## src/cmc_pkg.sv

```systemverilog
// Package for the two-button chord menu selector.
// Gesture codes, gesture-machine states, register indexes and shared structs.
// No dependencies.
`default_nettype none
package cmc_pkg;

  localparam int unsigned RegW = 8;
  localparam int unsigned CfgIdxW = 1;

  typedef logic [CfgIdxW-1:0] cfg_idx_t;
  localparam cfg_idx_t REG_OPTION_COUNT = 1'd0;
  localparam cfg_idx_t REG_POLL_INTERVAL = 1'd1;

  localparam logic [RegW-1:0] OPTION_COUNT_RST = 8'd1;
  localparam logic [RegW-1:0] POLL_INTERVAL_RST = 8'd60;

  typedef enum logic [1:0] {
    GEST_NONE  = 2'd0,
    GEST_LEFT  = 2'd1,
    GEST_RIGHT = 2'd2,
    GEST_BOTH  = 2'd3
  } gesture_t;

  typedef enum logic [4:0] {
    ST_IDLE       = 5'b00001,
    ST_LEFT_DOWN  = 5'b00010,
    ST_RIGHT_DOWN = 5'b00100,
    ST_BOTH_DOWN  = 5'b01000,
    ST_WAIT_UP    = 5'b10000
  } gest_state_t;

  typedef struct packed {
    logic            menu_active;
    logic [RegW-1:0] menu_index;
    logic            select_strobe;
    logic            forward_left;
    logic            forward_right;
  } menu_res_t;

endpackage
`default_nettype wire

```

## src/cmc_ifs.sv

```systemverilog
// Valid/ready channel interfaces for the chord menu selector.
// Tick channel carries button levels; result channel carries menu outputs.
`default_nettype none
interface cmc_in_if;
  logic valid;
  logic ready;
  logic left_pressed;
  logic right_pressed;
  modport source (output valid, output left_pressed, output right_pressed, input ready);
  modport sink (input valid, input left_pressed, input right_pressed, output ready);
endinterface

interface cmc_out_if;
  logic       valid;
  logic       ready;
  logic [1:0] gesture;
  logic       menu_active;
  logic [7:0] menu_index;
  logic       select_strobe;
  logic       forward_left;
  logic       forward_right;
  modport source (output valid, output gesture, output menu_active, output menu_index,
                  output select_strobe, output forward_left, output forward_right,
                  input ready);
  modport sink (input valid, input gesture, input menu_active, input menu_index,
                input select_strobe, input forward_left, input forward_right,
                output ready);
endinterface
`default_nettype wire

```

## src/cmc_gesture.sv

```systemverilog
// Gesture state machine: turns sampled button levels into left/right/chord.
// Depends on cmc_pkg.
`default_nettype none
module cmc_gesture (
  input  wire logic              clk,
  input  wire logic              rst,
  input  wire logic              sample,
  input  wire logic              left_pressed,
  input  wire logic              right_pressed,
  output cmc_pkg::gesture_t      gesture
);

  cmc_pkg::gest_state_t state, state_next;
  logic up;

  assign up = !left_pressed && !right_pressed;

  always_comb begin
    state_next = state;
    gesture = cmc_pkg::GEST_NONE;
    case (state)
      cmc_pkg::ST_IDLE: begin
        if (left_pressed && right_pressed) state_next = cmc_pkg::ST_BOTH_DOWN;
        else if (left_pressed) state_next = cmc_pkg::ST_LEFT_DOWN;
        else if (right_pressed) state_next = cmc_pkg::ST_RIGHT_DOWN;
      end
      cmc_pkg::ST_LEFT_DOWN: begin
        if (right_pressed) state_next = cmc_pkg::ST_BOTH_DOWN;
        else if (up) begin
          gesture = cmc_pkg::GEST_LEFT;
          state_next = cmc_pkg::ST_IDLE;
        end
      end
      cmc_pkg::ST_RIGHT_DOWN: begin
        if (left_pressed) state_next = cmc_pkg::ST_BOTH_DOWN;
        else if (up) begin
          gesture = cmc_pkg::GEST_RIGHT;
          state_next = cmc_pkg::ST_IDLE;
        end
      end
      cmc_pkg::ST_BOTH_DOWN: state_next = cmc_pkg::ST_WAIT_UP;
      cmc_pkg::ST_WAIT_UP: begin
        if (up) begin
          gesture = cmc_pkg::GEST_BOTH;
          state_next = cmc_pkg::ST_IDLE;
        end
      end
      default: state_next = cmc_pkg::ST_IDLE;
    endcase
    if (!sample) begin
      state_next = state;
      gesture = cmc_pkg::GEST_NONE;
    end
  end

  always_ff @(posedge clk) begin
    if (rst) state <= cmc_pkg::ST_IDLE;
    else state <= state_next;
  end

endmodule
`default_nettype wire

```

## src/cmc_menu.sv

```systemverilog
// Menu mode and highlighted index; decides select and forwarding strobes.
// Depends on cmc_pkg.
`default_nettype none
module cmc_menu (
  input  wire logic                        clk,
  input  wire logic                        rst,
  input  wire logic                        en,
  input  wire cmc_pkg::gesture_t           gesture,
  input  wire logic [cmc_pkg::RegW-1:0]    option_count,
  output cmc_pkg::menu_res_t               res
);

  logic                     menu_flag, menu_flag_next;
  logic [cmc_pkg::RegW-1:0] index, index_next;
  logic [cmc_pkg::RegW-1:0] count, last;

  assign count = (option_count == '0) ? cmc_pkg::RegW'(1) : option_count;
  assign last = count - cmc_pkg::RegW'(1);

  always_comb begin
    menu_flag_next = menu_flag;
    index_next = index;
    res.select_strobe = 1'b0;
    res.forward_left = 1'b0;
    res.forward_right = 1'b0;
    case (gesture)
      cmc_pkg::GEST_BOTH: begin
        res.select_strobe = menu_flag;
        menu_flag_next = !menu_flag;
      end
      cmc_pkg::GEST_LEFT: begin
        if (menu_flag)
          index_next = (index == '0 || index >= count) ? last : index - cmc_pkg::RegW'(1);
        else
          res.forward_left = 1'b1;
      end
      cmc_pkg::GEST_RIGHT: begin
        if (menu_flag)
          index_next = (index >= last) ? '0 : index + cmc_pkg::RegW'(1);
        else
          res.forward_right = 1'b1;
      end
      default: ;
    endcase
    res.menu_active = menu_flag_next;
    res.menu_index = index_next;
  end

  always_ff @(posedge clk) begin
    if (rst) begin
      menu_flag <= 1'b0;
      index <= '0;
    end else if (en) begin
      menu_flag <= menu_flag_next;
      index <= index_next;
    end
  end

endmodule
`default_nettype wire

```

## src/two_button_chord_menu_selector.sv

```systemverilog
// Two-button chord menu selector: prescaled button sampling, gesture machine,
// menu index stepping and select strobe. Depends on cmc_pkg, cmc_ifs,
// cmc_gesture and cmc_menu.
//
// Each tick word yields exactly one result word. A tick lands in an input
// register, and the prescaler, gesture machine and menu update run in one
// pass from there into the result register, so one tick is taken per cycle
// unless stalled, and its result word is presented from the result register.
// Ready follows the result register: the block stalls only while a result
// waits on a stalled sink.
// Configuration writes (index 0 option_count, index 1 poll_interval) are
// meant for idle periods.
`default_nettype none
module two_button_chord_menu_selector (
  input  wire logic                          clk,
  input  wire logic                          rst,
  cmc_in_if.sink                             in_ch,
  cmc_out_if.source                          out_ch,
  input  wire logic                          cfg_we,
  input  wire cmc_pkg::cfg_idx_t             cfg_idx,
  input  wire logic [cmc_pkg::RegW-1:0]      cfg_data
);

  logic [cmc_pkg::RegW-1:0] option_count, poll_interval, tick_counter;
  logic                     in_valid, in_left, in_right;
  logic                     out_valid, advance, sample;
  cmc_pkg::gesture_t        gesture;
  cmc_pkg::menu_res_t       res;

  assign advance = in_valid && (!out_valid || out_ch.ready);
  assign in_ch.ready = !in_valid || advance;
  assign sample = advance && (tick_counter >= poll_interval);

  always_ff @(posedge clk) begin
    if (rst) begin
      option_count <= cmc_pkg::OPTION_COUNT_RST;
      poll_interval <= cmc_pkg::POLL_INTERVAL_RST;
    end else if (cfg_we) begin
      case (cfg_idx)
        cmc_pkg::REG_OPTION_COUNT: option_count <= cfg_data;
        cmc_pkg::REG_POLL_INTERVAL: poll_interval <= cfg_data;
        default: ;
      endcase
    end
  end

  always_ff @(posedge clk) begin
    if (rst) begin
      tick_counter <= '0;
      in_valid <= 1'b0;
      out_valid <= 1'b0;
    end else begin
      if (advance)
        tick_counter <= (tick_counter >= poll_interval) ? '0
                        : tick_counter + cmc_pkg::RegW'(1);
      if (in_ch.ready) in_valid <= in_ch.valid;
      if (!out_valid || out_ch.ready) out_valid <= in_valid;
    end
  end

  always_ff @(posedge clk) begin
    if (in_ch.ready) begin
      in_left <= in_ch.left_pressed;
      in_right <= in_ch.right_pressed;
    end
    if (advance) begin
      out_ch.gesture <= gesture;
      out_ch.menu_active <= res.menu_active;
      out_ch.menu_index <= res.menu_index;
      out_ch.select_strobe <= res.select_strobe;
      out_ch.forward_left <= res.forward_left;
      out_ch.forward_right <= res.forward_right;
    end
  end

  assign out_ch.valid = out_valid;

  cmc_gesture u_gesture (
    .clk           (clk),
    .rst           (rst),
    .sample        (sample),
    .left_pressed  (in_left),
    .right_pressed (in_right),
    .gesture       (gesture)
  );

  cmc_menu u_menu (
    .clk          (clk),
    .rst          (rst),
    .en           (advance),
    .gesture      (gesture),
    .option_count (option_count),
    .res          (res)
  );

endmodule
`default_nettype wire

```

## src/flat_wrapper.sv

```systemverilog
// flat-port wrapper written by rule: the top's interface ports become plain ports
module two_button_chord_menu_selector_flat 
  (clk, rst, cfg_we, cfg_idx, cfg_data, in_ch_valid, in_ch_left_pressed, in_ch_right_pressed, in_ch_ready, out_ch_valid, out_ch_gesture, out_ch_menu_active, out_ch_menu_index, out_ch_select_strobe, out_ch_forward_left, out_ch_forward_right, out_ch_ready);
  cmc_in_if in_ch_i ();
  cmc_out_if out_ch_i ();
  input  wire logic clk;
  input  wire logic rst;
  input  wire logic cfg_we;
  input  wire cmc_pkg::cfg_idx_t cfg_idx;
  input  wire logic [cmc_pkg::RegW-1:0] cfg_data;
  input wire logic [$bits(in_ch_i.valid)-1:0] in_ch_valid;
  input wire logic [$bits(in_ch_i.left_pressed)-1:0] in_ch_left_pressed;
  input wire logic [$bits(in_ch_i.right_pressed)-1:0] in_ch_right_pressed;
  output wire logic [$bits(in_ch_i.ready)-1:0] in_ch_ready;
  output wire logic [$bits(out_ch_i.valid)-1:0] out_ch_valid;
  output wire logic [$bits(out_ch_i.gesture)-1:0] out_ch_gesture;
  output wire logic [$bits(out_ch_i.menu_active)-1:0] out_ch_menu_active;
  output wire logic [$bits(out_ch_i.menu_index)-1:0] out_ch_menu_index;
  output wire logic [$bits(out_ch_i.select_strobe)-1:0] out_ch_select_strobe;
  output wire logic [$bits(out_ch_i.forward_left)-1:0] out_ch_forward_left;
  output wire logic [$bits(out_ch_i.forward_right)-1:0] out_ch_forward_right;
  input wire logic [$bits(out_ch_i.ready)-1:0] out_ch_ready;
  assign in_ch_i.valid = in_ch_valid;
  assign in_ch_i.left_pressed = in_ch_left_pressed;
  assign in_ch_i.right_pressed = in_ch_right_pressed;
  assign in_ch_ready = in_ch_i.ready;
  assign out_ch_valid = out_ch_i.valid;
  assign out_ch_gesture = out_ch_i.gesture;
  assign out_ch_menu_active = out_ch_i.menu_active;
  assign out_ch_menu_index = out_ch_i.menu_index;
  assign out_ch_select_strobe = out_ch_i.select_strobe;
  assign out_ch_forward_left = out_ch_i.forward_left;
  assign out_ch_forward_right = out_ch_i.forward_right;
  assign out_ch_i.ready = out_ch_ready;
  two_button_chord_menu_selector u_core (.clk(clk), .rst(rst), .in_ch(in_ch_i), .out_ch(out_ch_i), .cfg_we(cfg_we), .cfg_idx(cfg_idx), .cfg_data(cfg_data));
endmodule
```

## config.mk

```make
export PLATFORM = sky130hd
export DESIGN_NAME = two_button_chord_menu_selector_flat
export DESIGN_NICKNAME = d
export VERILOG_FILES = /design/src/cmc_pkg.sv /design/src/cmc_ifs.sv /design/src/cmc_gesture.sv /design/src/cmc_menu.sv /design/src/two_button_chord_menu_selector.sv /design/src/flat_wrapper.sv
export SDC_FILE = /design/constraint.sdc
export NUM_CORES = 1
export LEC_CHECK = 0
export BUFFER_PORTS_ARGS = -buffer_cell sky130_fd_sc_hd__buf_2
export CAP_MARGIN = 30
export CORE_UTILIZATION = 45
export DETAILED_ROUTE_END_ITERATION = 10
export GPL_ROUTABILITY_DRIVEN = 0
export SLEW_MARGIN = 10
export SYNTH_ARGS = -nofsm -noshare
export SYNTH_HDL_FRONTEND = slang
export SYNTH_HIERARCHICAL = 1
export SYNTH_SLANG_ARGS = --single-unit
```

## constraint.sdc

```tcl
create_clock -name clk -period 4.71 [get_ports clk]
set_input_delay 0.2355 -clock clk [delete_from_list [all_inputs] [get_ports clk]]
set_output_delay 0.2355 -clock clk [all_outputs]
set_load 0.01 [all_outputs]
```

==> metrics.txt, run 1 <==
Hold Crit Start in_ch_left_pressed; Hold Crit Class primary input to flip-flop; highest clock rate 248.1 MHz; RSZ-0062 raised after global routing no; Post-Route WL 8.016 mm; Cell Pwr Density 215.3 nW/um2; initial antenna violation count 0; Min-Delay Path Depth 1; Die H 94.18 um; total track usage 0.1929; Worst path max stage delay 450 ps; Buffers on Ports 31; DR pass1 iterations 5; Multi-input gate area 2248 um2; status completed; vias in the first global route 2819; crit end category flip-flop; reg-to-reg startpoint u_core/tick_counter[2]$_SDFFE_PP0P_; Data arrival, critical path 4080 ps; layout cells sized above 1 0.1457; Yosys warnings 6; post-route setup TNS 0 ps; Post-CTS Hold Buffers 0; Final WS setup 678.6 ps; vias per inst 5.724; Max Cap Viol 0; Core Footprint 8217 um2; Synth async-reset ratio 0; EDFF count, synth 16; Crit. path cell count 15; Nets 493; Hold EP u_core/in_left$_DFFE_PP_; most common cell after layout, fill and taps aside nand2_1; Ports 32; Yosys reg bits 56; DR DRC count 0; root buffer cell clkbuf_8; Die W 94.18 um; Antenna Cells 0; Max-slew headroom 0.4805; Leak 1.581 nW; Hold Vio Cnt, Final 0; Setup violations, final 0; reg-to-reg critical path endpoint u_core/out_ch.menu_index[4]$_DFFE_PP_; Unique masters post-synth 70; Initial Utilization 0.4654; total power 869.4 uW; slowest stage cell, crit path dfxtp_1; # resized after CTS 0; largest net degree at the start of global routing 41; routed vias 3154; Die ar. 8870 um2; r2r setup slk 680 ps; FILL cells 799; CTS Buf Count 5; delay-heaviest family, CP compound AO/OA/AOI/OAI gates; global-route wire length before repair 13.61 mm; Post-Syn Instances 430; Final Skew 5.987 ps; Post-CTS Setup Inserts 0; Post-Place Setup Slack 726.8 ps; Initial DRC Count 124; clock-pin slew on the worst setup and hold paths 100 ps; CP startpoint kind flip-flop; GRT Residual Overflow 0; Max VDD drop 0.1375 mV; WS Path Type flip-flop to flip-flop; Synthesized Nets 478; H-tree depth 2; ys flop type dfxtp_1; TritonCTS clock tree done; fin. max-slew vios 0; Area Growth Syn to Fin 5.595%; crit share post-route 0.8559; Avg WL per Cell 14.55 um; worst skew pair latency 300 ps; Worst R2R Path Depth 15; Clock Sink Count 56; worst endpoint required time 4760 ps; crit path cell chain ha_1 > o21ai_0 > a211o_1 > o21ai_4 > and2_2 > nand3_1 > a211oi_1 > inv_1 > ha_1 > nand3b_1 > a31oi_1 > and2_1 > a221oi_1 > o221a_1 > a21oi_1; most frequent cells in the layout 45 x nand2_1, 40 x dfxtp_1, 32 x ha_1; Seq. cell area 1281 um2; Tmin final 4031 ps; Buffers & Inverters on Critical Path 1; Post-Syn Area per Cell 8.892 um2; register area share after synthesis 0.3351; crit-path most repeated cell ha_1; worst-path maximum fanout 10; Clock Path Buffers 2; Slew @ Worst Pin 779.2 ps; row cnt 33; final HPWL from detailed placement 6.040 mm; post-route ant nets 0; synthesized area 3824 um2
through the flow:
stage	hold slack [ps]	area [um2]	util	instances
detailed placement	415.9	3955	0.4813	543
CTS	92.16	4038	0.4914	551
global route	75.94	4038	0.4914	551
floorplan	304.6	3824	-	430
finish	101.2	4038	0.4914	551
global placement	412.8	3955	0.4813	543
per-layer routing:
layer	global-route usage	vias to the layer above	share of wire
li1	-	1603	-
met1	0.2610	1464	0.48
met2	0.3200	79	0.48
met3	0.02913	8	0.038
met4	0.04615	0	0.011
met5	0	-	0
final cells by class:
cell class / count / area share
Tap cell: 105 / 0.03254
Clock buffer: 5 / 0.01704
Clock inverter: 3 / 0.003409
Multi-Input combinational cell: 316 / 0.5569
Sequential cell: 56 / 0.3173
Timing Repair Buffer: 33 / 0.04214
Inverter: 33 / 0.03068
flip-flops by register name, indices dropped and copies added (netlist names), 2 cells and up:
name	cells
u_core/option_count	8
u_core/out_ch.menu_index	8
u_core/poll_interval	8
u_core/tick_counter	8
u_core/u_menu/index	8
u_core/u_gesture/state	5
u_core/out_ch.gesture	2
worst max-delay path by stage:
stage,startpoint,endpoint,slack (ps)
after floorplan,u_core/tick_counter[2]$_SDFFE_PP0P_,u_core/out_ch.menu_index[3]$_DFFE_PP_,990
after global placement,u_core/tick_counter[2]$_SDFFE_PP0P_,u_core/out_ch.menu_index[4]$_DFFE_PP_,790
after detailed placement,u_core/tick_counter[2]$_SDFFE_PP0P_,u_core/out_ch.menu_index[4]$_DFFE_PP_,730
after CTS,u_core/tick_counter[2]$_SDFFE_PP0P_,u_core/out_ch.menu_index[4]$_DFFE_PP_,700
after global routing,u_core/tick_counter[2]$_SDFFE_PP0P_,u_core/out_ch.menu_index[4]$_DFFE_PP_,260
final,u_core/tick_counter[2]$_SDFFE_PP0P_,u_core/out_ch.menu_index[4]$_DFFE_PP_,680
Yosys cell counts (all sizes together), types with 3 or more instances:
master	n	area [um2]
dfxtp	40	800.8
o21ai	16	95.10
or3	7	48.80
nand4	4	25.02
nor3	13	65.06
o2111ai	4	35.03
a21oi	27	135.1
a21o	7	53.80
a31oi	9	62.56
and2	5	33.78
mux2i	8	80.08
and3	9	56.30
nand2b	9	71.32
nor4	4	40.04
xnor2	7	61.31
a221oi	9	116.4
clkbuf	11	71.32
nand2	45	168.9
ha	32	400.4
buf	12	80.08
a211oi	13	97.59
edfxtp	16	480.5
a311oi	3	26.28
nand3	15	75.07
inv	32	120.1
nor2b	5	31.28
a211o	6	52.55
xor2	3	26.28
nor2	28	112.6
where the power goes:
group	internal [mW]	total (mW)	switching (mW)	leakage [nW]
Sequential	0.509	0.519	0.0102	0.478
Clock	0.102	0.252	0.151	0.0453
Combinational	0.0409	0.0978	0.0569	1.06
worst register-to-register path, stage by stage, from the launching register on:
cell and delay, ps:
dfxtp_1 450, ha_1 260, o21ai_0 100, a211o_1 390
o21ai_4 260, and2_2 300, nand3_1 120, a211oi_1 410
inv_1 100, ha_1 270, nand3b_1 100, a31oi_1 60
and2_1 220, a221oi_1 390, o221a_1 300, a21oi_1 60
logic make-up (layout without fill, tap and decap cells):
family                     Yosys count  in the layout  synth area share
AOI/OAI and AO/OA                  114            114            0.2304
DFF                                 56             56            0.3351
buffers and inverters               58             74           0.07690
and+or+nand+nor                    151            151            0.2052
muxes                                9              9           0.02487
adders and majority gates           32             32            0.1047
xor gates and xnor gates            10             10           0.02291
No activity file was read; power rests on OpenSTA's default activity.
==> run 2: changes to the inputs <==
clock period = 5.1 ns   (was 4.71 ns; I/O delays follow)
==> metrics.txt, run 2 (synthesis gave the netlist of run 1 again) <==
total track usage 0.1959 (+0.002920); Clock Sink Count 56 (unchanged); Leak 1.584 nW (+0.20%); post-route setup TNS 0 ps (unchanged); Setup violations, final 0 (unchanged); row cnt 33 (unchanged); highest clock rate 243.2 MHz (-2.0%); routed vias 3166 (+0.38%); H-tree depth 2 (unchanged); vias per inst 5.756 (+0.56%); Max Cap Viol 0 (unchanged); CTS Buf Count 5 (unchanged); final hold slack 107.4 ps (+6.263 ps); CP startpoint kind flip-flop; crit path cell chain ha_1 > o21ai_0 > a211o_1 > o21ai_4 > and2_2 > nand3_1 > a211oi_1 > inv_1 > ha_1 > nor2b_1 > nand2b_1 > a221oi_1 > nor3_1; worst skew pair latency 320 ps (+20 ps); largest net degree at the start of global routing 41 (unchanged); Data arrival, critical path 4280 ps (+200 ps); Die ar. 8870 um2 (unchanged); Max VDD drop 0.1294 mV (-5.9%); Max-slew headroom 0.4689 (-0.01167); Post-Route WL 8.168 mm (+1.9%); FILL cells 820 (+2.6%); DR pass1 iterations 4 (-1); Die H 94.18 um (unchanged); Core Footprint 8217 um2 (unchanged); crit share post-route 0.8062 (-0.04971); slowest stage cell, crit path nor2b_1; most common cell after layout, fill and taps aside nand2_1; final HPWL from detailed placement 6.070 mm (+0.50%); WS Path Type flip-flop to flip-flop; initial antenna violation count 0 (unchanged); Antenna Cells 0 (unchanged); Ports 32 (unchanged); Hold Crit Class primary input to flip-flop; Post-CTS Setup Inserts 0 (unchanged); worst endpoint required time 5270 ps (+510 ps); post-route insts no fill 550 (-0.18%); most frequent cells in the layout 45 x nand2_1, 40 x dfxtp_1, 32 x ha_1; Initial Utilization 0.4654 (unchanged); fin. max-slew vios 0 (unchanged); post-route ant nets 0 (unchanged); Clock Path Buffers 2 (unchanged); Area Growth Syn to Fin 6.021%; crit end category flip-flop; Avg WL per Cell 14.85 um (+2.1%); crit-path most repeated cell ha_1; clock-pin slew on the worst setup and hold paths 110 ps (about the same); status completed; Final Skew 13.69 ps (+7.703 ps); Placed Instances 542 (-0.18%); root buffer cell clkbuf_8; TritonCTS clock tree done; RSZ-0062 raised after global routing no; Tmin final 4112 ps (+80.27 ps); Post-Place Setup Slack 1003 ps (+276.0 ps); Die W 94.18 um (unchanged); Post-CTS Hold Buffers 0 (unchanged); Initial DRC Count 136 (+9.7%); global-route wire length before repair 13.93 mm (+2.4%); DR DRC count 0 (unchanged); Final WS setup 988.4 ps (+309.7 ps); Hold Vio Cnt, Final 0 (unchanged); worst-path maximum fanout 13 (+3); Slew @ Worst Pin 795.1 ps (+15.87 ps); layout cells sized above 1 0.1438 (-0.001920); GRT Residual Overflow 0 (unchanged); # resized after CTS 0 (unchanged); Cell Pwr Density 209.5 nW/um2 (-2.7%); Nets 492 (-0.20%); vias in the first global route 3025 (+7.3%); Buffers on Ports 31 (unchanged); Worst path max stage delay 680 ps (+230 ps)
==> run 2: cell types whose count changed in the layout (fill, tap and decap cells not counted), sizes merged <==
cell	previous run	this run
clkbuf	5	7
buf	33	32
clkinv	4	1
inv	32	33
==> run 2: path summary, 6_finish.rpt <==
path	startpoint	endpoint	slack, ps	cells after the start
worst max-delay path	u_core/tick_counter[2]$_SDFFE_PP0P_	u_core/u_menu/index[1]$_SDFFE_PP0P_	990	13
worst min register to register	u_core/poll_interval[7]$_SDFFE_PP0P_	u_core/poll_interval[7]$_SDFFE_PP0P_	460	2
worst max register to register	u_core/tick_counter[2]$_SDFFE_PP0P_	u_core/u_menu/index[1]$_SDFFE_PP0P_	990	13
worst min-delay path	in_ch_right_pressed	u_core/in_right$_DFFE_PP_	110	1
==> run 2: final cells by class <==
type,instances,area [um2],area share
multi-input combinational,316,2248,0.5546
timing repair buffer,32,162.7,0.04012
sequential,56,1281,0.3160
tap,105,131.4,0.03241
clock buffer,7,97.59,0.02407
clock inverter,1,8.758,0.002160
inverter,33,123.9,0.03056
==> run 2: through the flow <==
stage          power (mW)    util  area, um2
4_1_cts            0.8615  0.4934       4054
3_5_place_dp       0.5834  0.4804       3948
6_report           0.8493  0.4934       4054
5_1_grt            0.8922  0.4934       4054
2_1_floorplan      0.5539       -       3824
3_3_place_gp       0.5812  0.4804       3948
==> run 2: layer usage <==
layer	up-vias	global-route usage	wire length [um]
met5	-	0	0
met4	0	0.05769	55
met3	5	0.03803	336
met2	75	0.3273	3845
met1	1486	0.2532	3931
li1	1600	-	-
==> run 2: power breakdown <==
part | internal [mW] | switching [mW] | total (mW) | leakage (nW)
registers | 0.470 | 0.00981 | 0.480 | 0.478
clock network | 0.129 | 0.148 | 0.277 | 0.0540
logic | 0.0379 | 0.0549 | 0.0927 | 1.05
==> run 2: worst max-delay path: cells and delay by family, from the launching register on <==
family / cells / cell delay [ps]
flops: 1 / 460
fa+ha+maj: 2 / 710
compound gates: 5 / 1410
buf+inv: 1 / 90
simple gates: 5 / 1300
==> run 3: changes to the inputs <==
PLACE_DENSITY = 0.65   (was default)
clock period = 3.75 ns   (was 5.1 ns; I/O delays follow)
==> metrics.txt, run 3 (synthesis gave the netlist of run 1 again) <==
final HPWL from detailed placement 6.050 mm (-0.32%); clock-pin slew on the worst setup and hold paths 90 ps (-20 ps); worst setup path startpoint u_core/tick_counter[3]$_SDFFE_PP0P_; Hold Vio Cnt, Final 0 (unchanged); largest net degree at the start of global routing 41 (unchanged); Leak 1.643 nW (+3.7%); Buffers on Ports 31 (unchanged); worst endpoint required time 3970 ps (-1300 ps); Post-Route WL 8.008 mm (-2.0%); Final Skew 7.656 ps (-6.035 ps); Hold Crit Class primary input to flip-flop; Tmin final 3564 ps (-547.2 ps); status completed; Multi-input gate area 2280 um2 (+1.4%); most frequent cells in the layout 45 x nand2_1, 39 x dfxtp_1, 32 x ha_1; met3 usage in global routing 0.03722 (-0.0008091); Setup violations, final 0 (unchanged); Slew @ Worst Pin 767.5 ps (-27.62 ps); total track usage 0.1916 (-0.004211); total power 1.166 mW (+37%); Nets 502 (+2.0%); Max-slew headroom 0.4884 (+0.01950); Final WS setup 185.6 ps (-802.8 ps); Clock Sink Count 56 (unchanged); crit end category flip-flop; Initial DRC Count 139 (+2.2%); Die H 94.18 um (unchanged); FILL cells 811 (-1.1%); worst skew pair latency 300 ps (-20 ps); reg-to-reg startpoint u_core/tick_counter[3]$_SDFFE_PP0P_; GR met1 Demand/Resource 0.2564 (+0.003227); Avg WL per Cell 14.30 um (-3.7%); Clock Path Buffers 2 (unchanged); gr busiest metal met2; grt met2 use 0.3176 (-0.009662); Initial Utilization 0.4654 (unchanged); GRT Residual Overflow 0 (unchanged); crit share post-route 0.9505 (+0.1443); Data arrival, critical path 3780 ps (-500 ps); Post-CTS Hold Buffers 0 (unchanged); CTS Buf Count 5 (unchanged); WS Path Type flip-flop to flip-flop; final instance area 4163 um2 (+2.7%); vias per inst 5.702 (-0.95%); most common cell after layout, fill and taps aside nand2_1; area post-placement 4015 um2 (+1.7%); TritonCTS clock tree done; worst-path maximum fanout 10 (-3); post-route ant nets 0 (unchanged); root buffer cell clkbuf_8; highest clock rate 280.5 MHz (+15%); Antenna Cells 0 (unchanged); CP startpoint kind flip-flop; Die ar. 8870 um2 (unchanged); Core Footprint 8217 um2 (unchanged); Cell Pwr Density 280.1 nW/um2 (+34%); row cnt 33 (unchanged); reg-to-reg critical path endpoint u_core/u_menu/index[4]$_SDFFE_PP0P_; layout cells sized above 1 0.1780 (+0.03420); Area Growth Syn to Fin 8.868%; H-tree depth 2 (unchanged); global-route wire length before repair 13.68 mm (-1.8%); vias in the first global route 3005 (-0.66%); Max Cap Viol 0 (unchanged); Post-Place Setup Slack -38.54 ps (-1041 ps); DR DRC count 0 (unchanged); DR pass1 iterations 5 (+1); Max VDD drop 0.1763 mV (+36%); Die W 94.18 um (unchanged); critical path endpoint u_core/u_menu/index[4]$_SDFFE_PP0P_; Seq. cell area 1282 um2 (about the same); initial antenna violation count 0 (unchanged); Ports 32 (unchanged); routed vias 3193 (+0.85%); fin. max-slew vios 0 (unchanged); Worst R2R Path Depth 15 (+2); r2r setup slk 190 ps (-800 ps)
[run 3: cell types whose count changed in the layout (fill, tap and decap cells not counted), moves of 2 or more]
cell,previous run,this run
a211oi_1,13,11
buf_4,1,11
a211oi_2,0,2
nor3_2,0,2
nor3_1,13,11
[run 3: critical path, stage by stage (launching register included)]
cell and delay [ps]:
dfxtp_1 430, ha_1 250, inv_1 50, a211o_1 380, o21ai_4 200, and2_4 220
nand3_1 120, nor3_1 210, buf_4 160, ha_1 220, nand3b_1 90, a31oi_1 280
and2_1 300, a221oi_1 140, o221a_1 180, a211oi_1 230
[run 3: power by group]
| part | total (mW) | leakage, nW | switching (mW) | internal, mW |
|---|---|---|---|---|
| sequential | 0.651 | 0.479 | 0.0119 | 0.639 |
| combinational | 0.129 | 1.11 | 0.0746 | 0.0544 |
| clock | 0.386 | 0.0552 | 0.187 | 0.199 |
| total | 1.17 | 1.64 | 0.274 | 0.892 |
[run 3: layout make-up]
type / count / area share
Tap cell: 105 / 0.03156
Inverter: 33 / 0.02976
Multi-Input combinational cell: 316 / 0.5476
Clock inverter: 2 / 0.008416
Timing Repair Buffer: 42 / 0.05711
Sequential cell: 56 / 0.3081
Clock buffer: 6 / 0.01743
[run 3: how the worst min path moves through the flow]
stage	slack [ps]	cells after the start	startpoint	endpoint
2_1_floorplan	260	1	rst	u_core/u_gesture/state[1]$_SDFFE_PP0P_
3_3_place_gp	360	1	in_ch_left_pressed	u_core/in_left$_DFFE_PP_
3_5_place_dp	370	1	in_ch_left_pressed	u_core/in_left$_DFFE_PP_
4_1_cts	40	1	in_ch_left_pressed	u_core/in_left$_DFFE_PP_
5_1_grt	30	1	in_ch_left_pressed	u_core/in_left$_DFFE_PP_
6_report	60	1	in_ch_left_pressed	u_core/in_left$_DFFE_PP_
[run 3: repair_timing]
item,CTS,global route
setup buffers,0,1
gates cloned,0,0
gates resized for setup,1,7
pin swaps,0,3
endpoints found under the setup margin,3,16
[run 3: through the flow]
step                      hold slack, ps  setup TNS [ps]  utilization  cells
after floorplan                    256.6               0            -    430
after global placement             364.7               0       0.4887    551
after detailed placement           366.4          -89.17       0.4887    551
after CTS                          43.63               0       0.5019    559
after global routing               29.32          -6.946       0.5066    560
final                              56.33               0       0.5066    560
[run 3: layer usage]
metal	vias up	part of all wire	routed length, um
li1	1629	-	-
met1	1497	0.49	3914
met2	63	0.46	3707
met3	4	0.043	343
met4	0	0.0052	42
met5	-	0	0
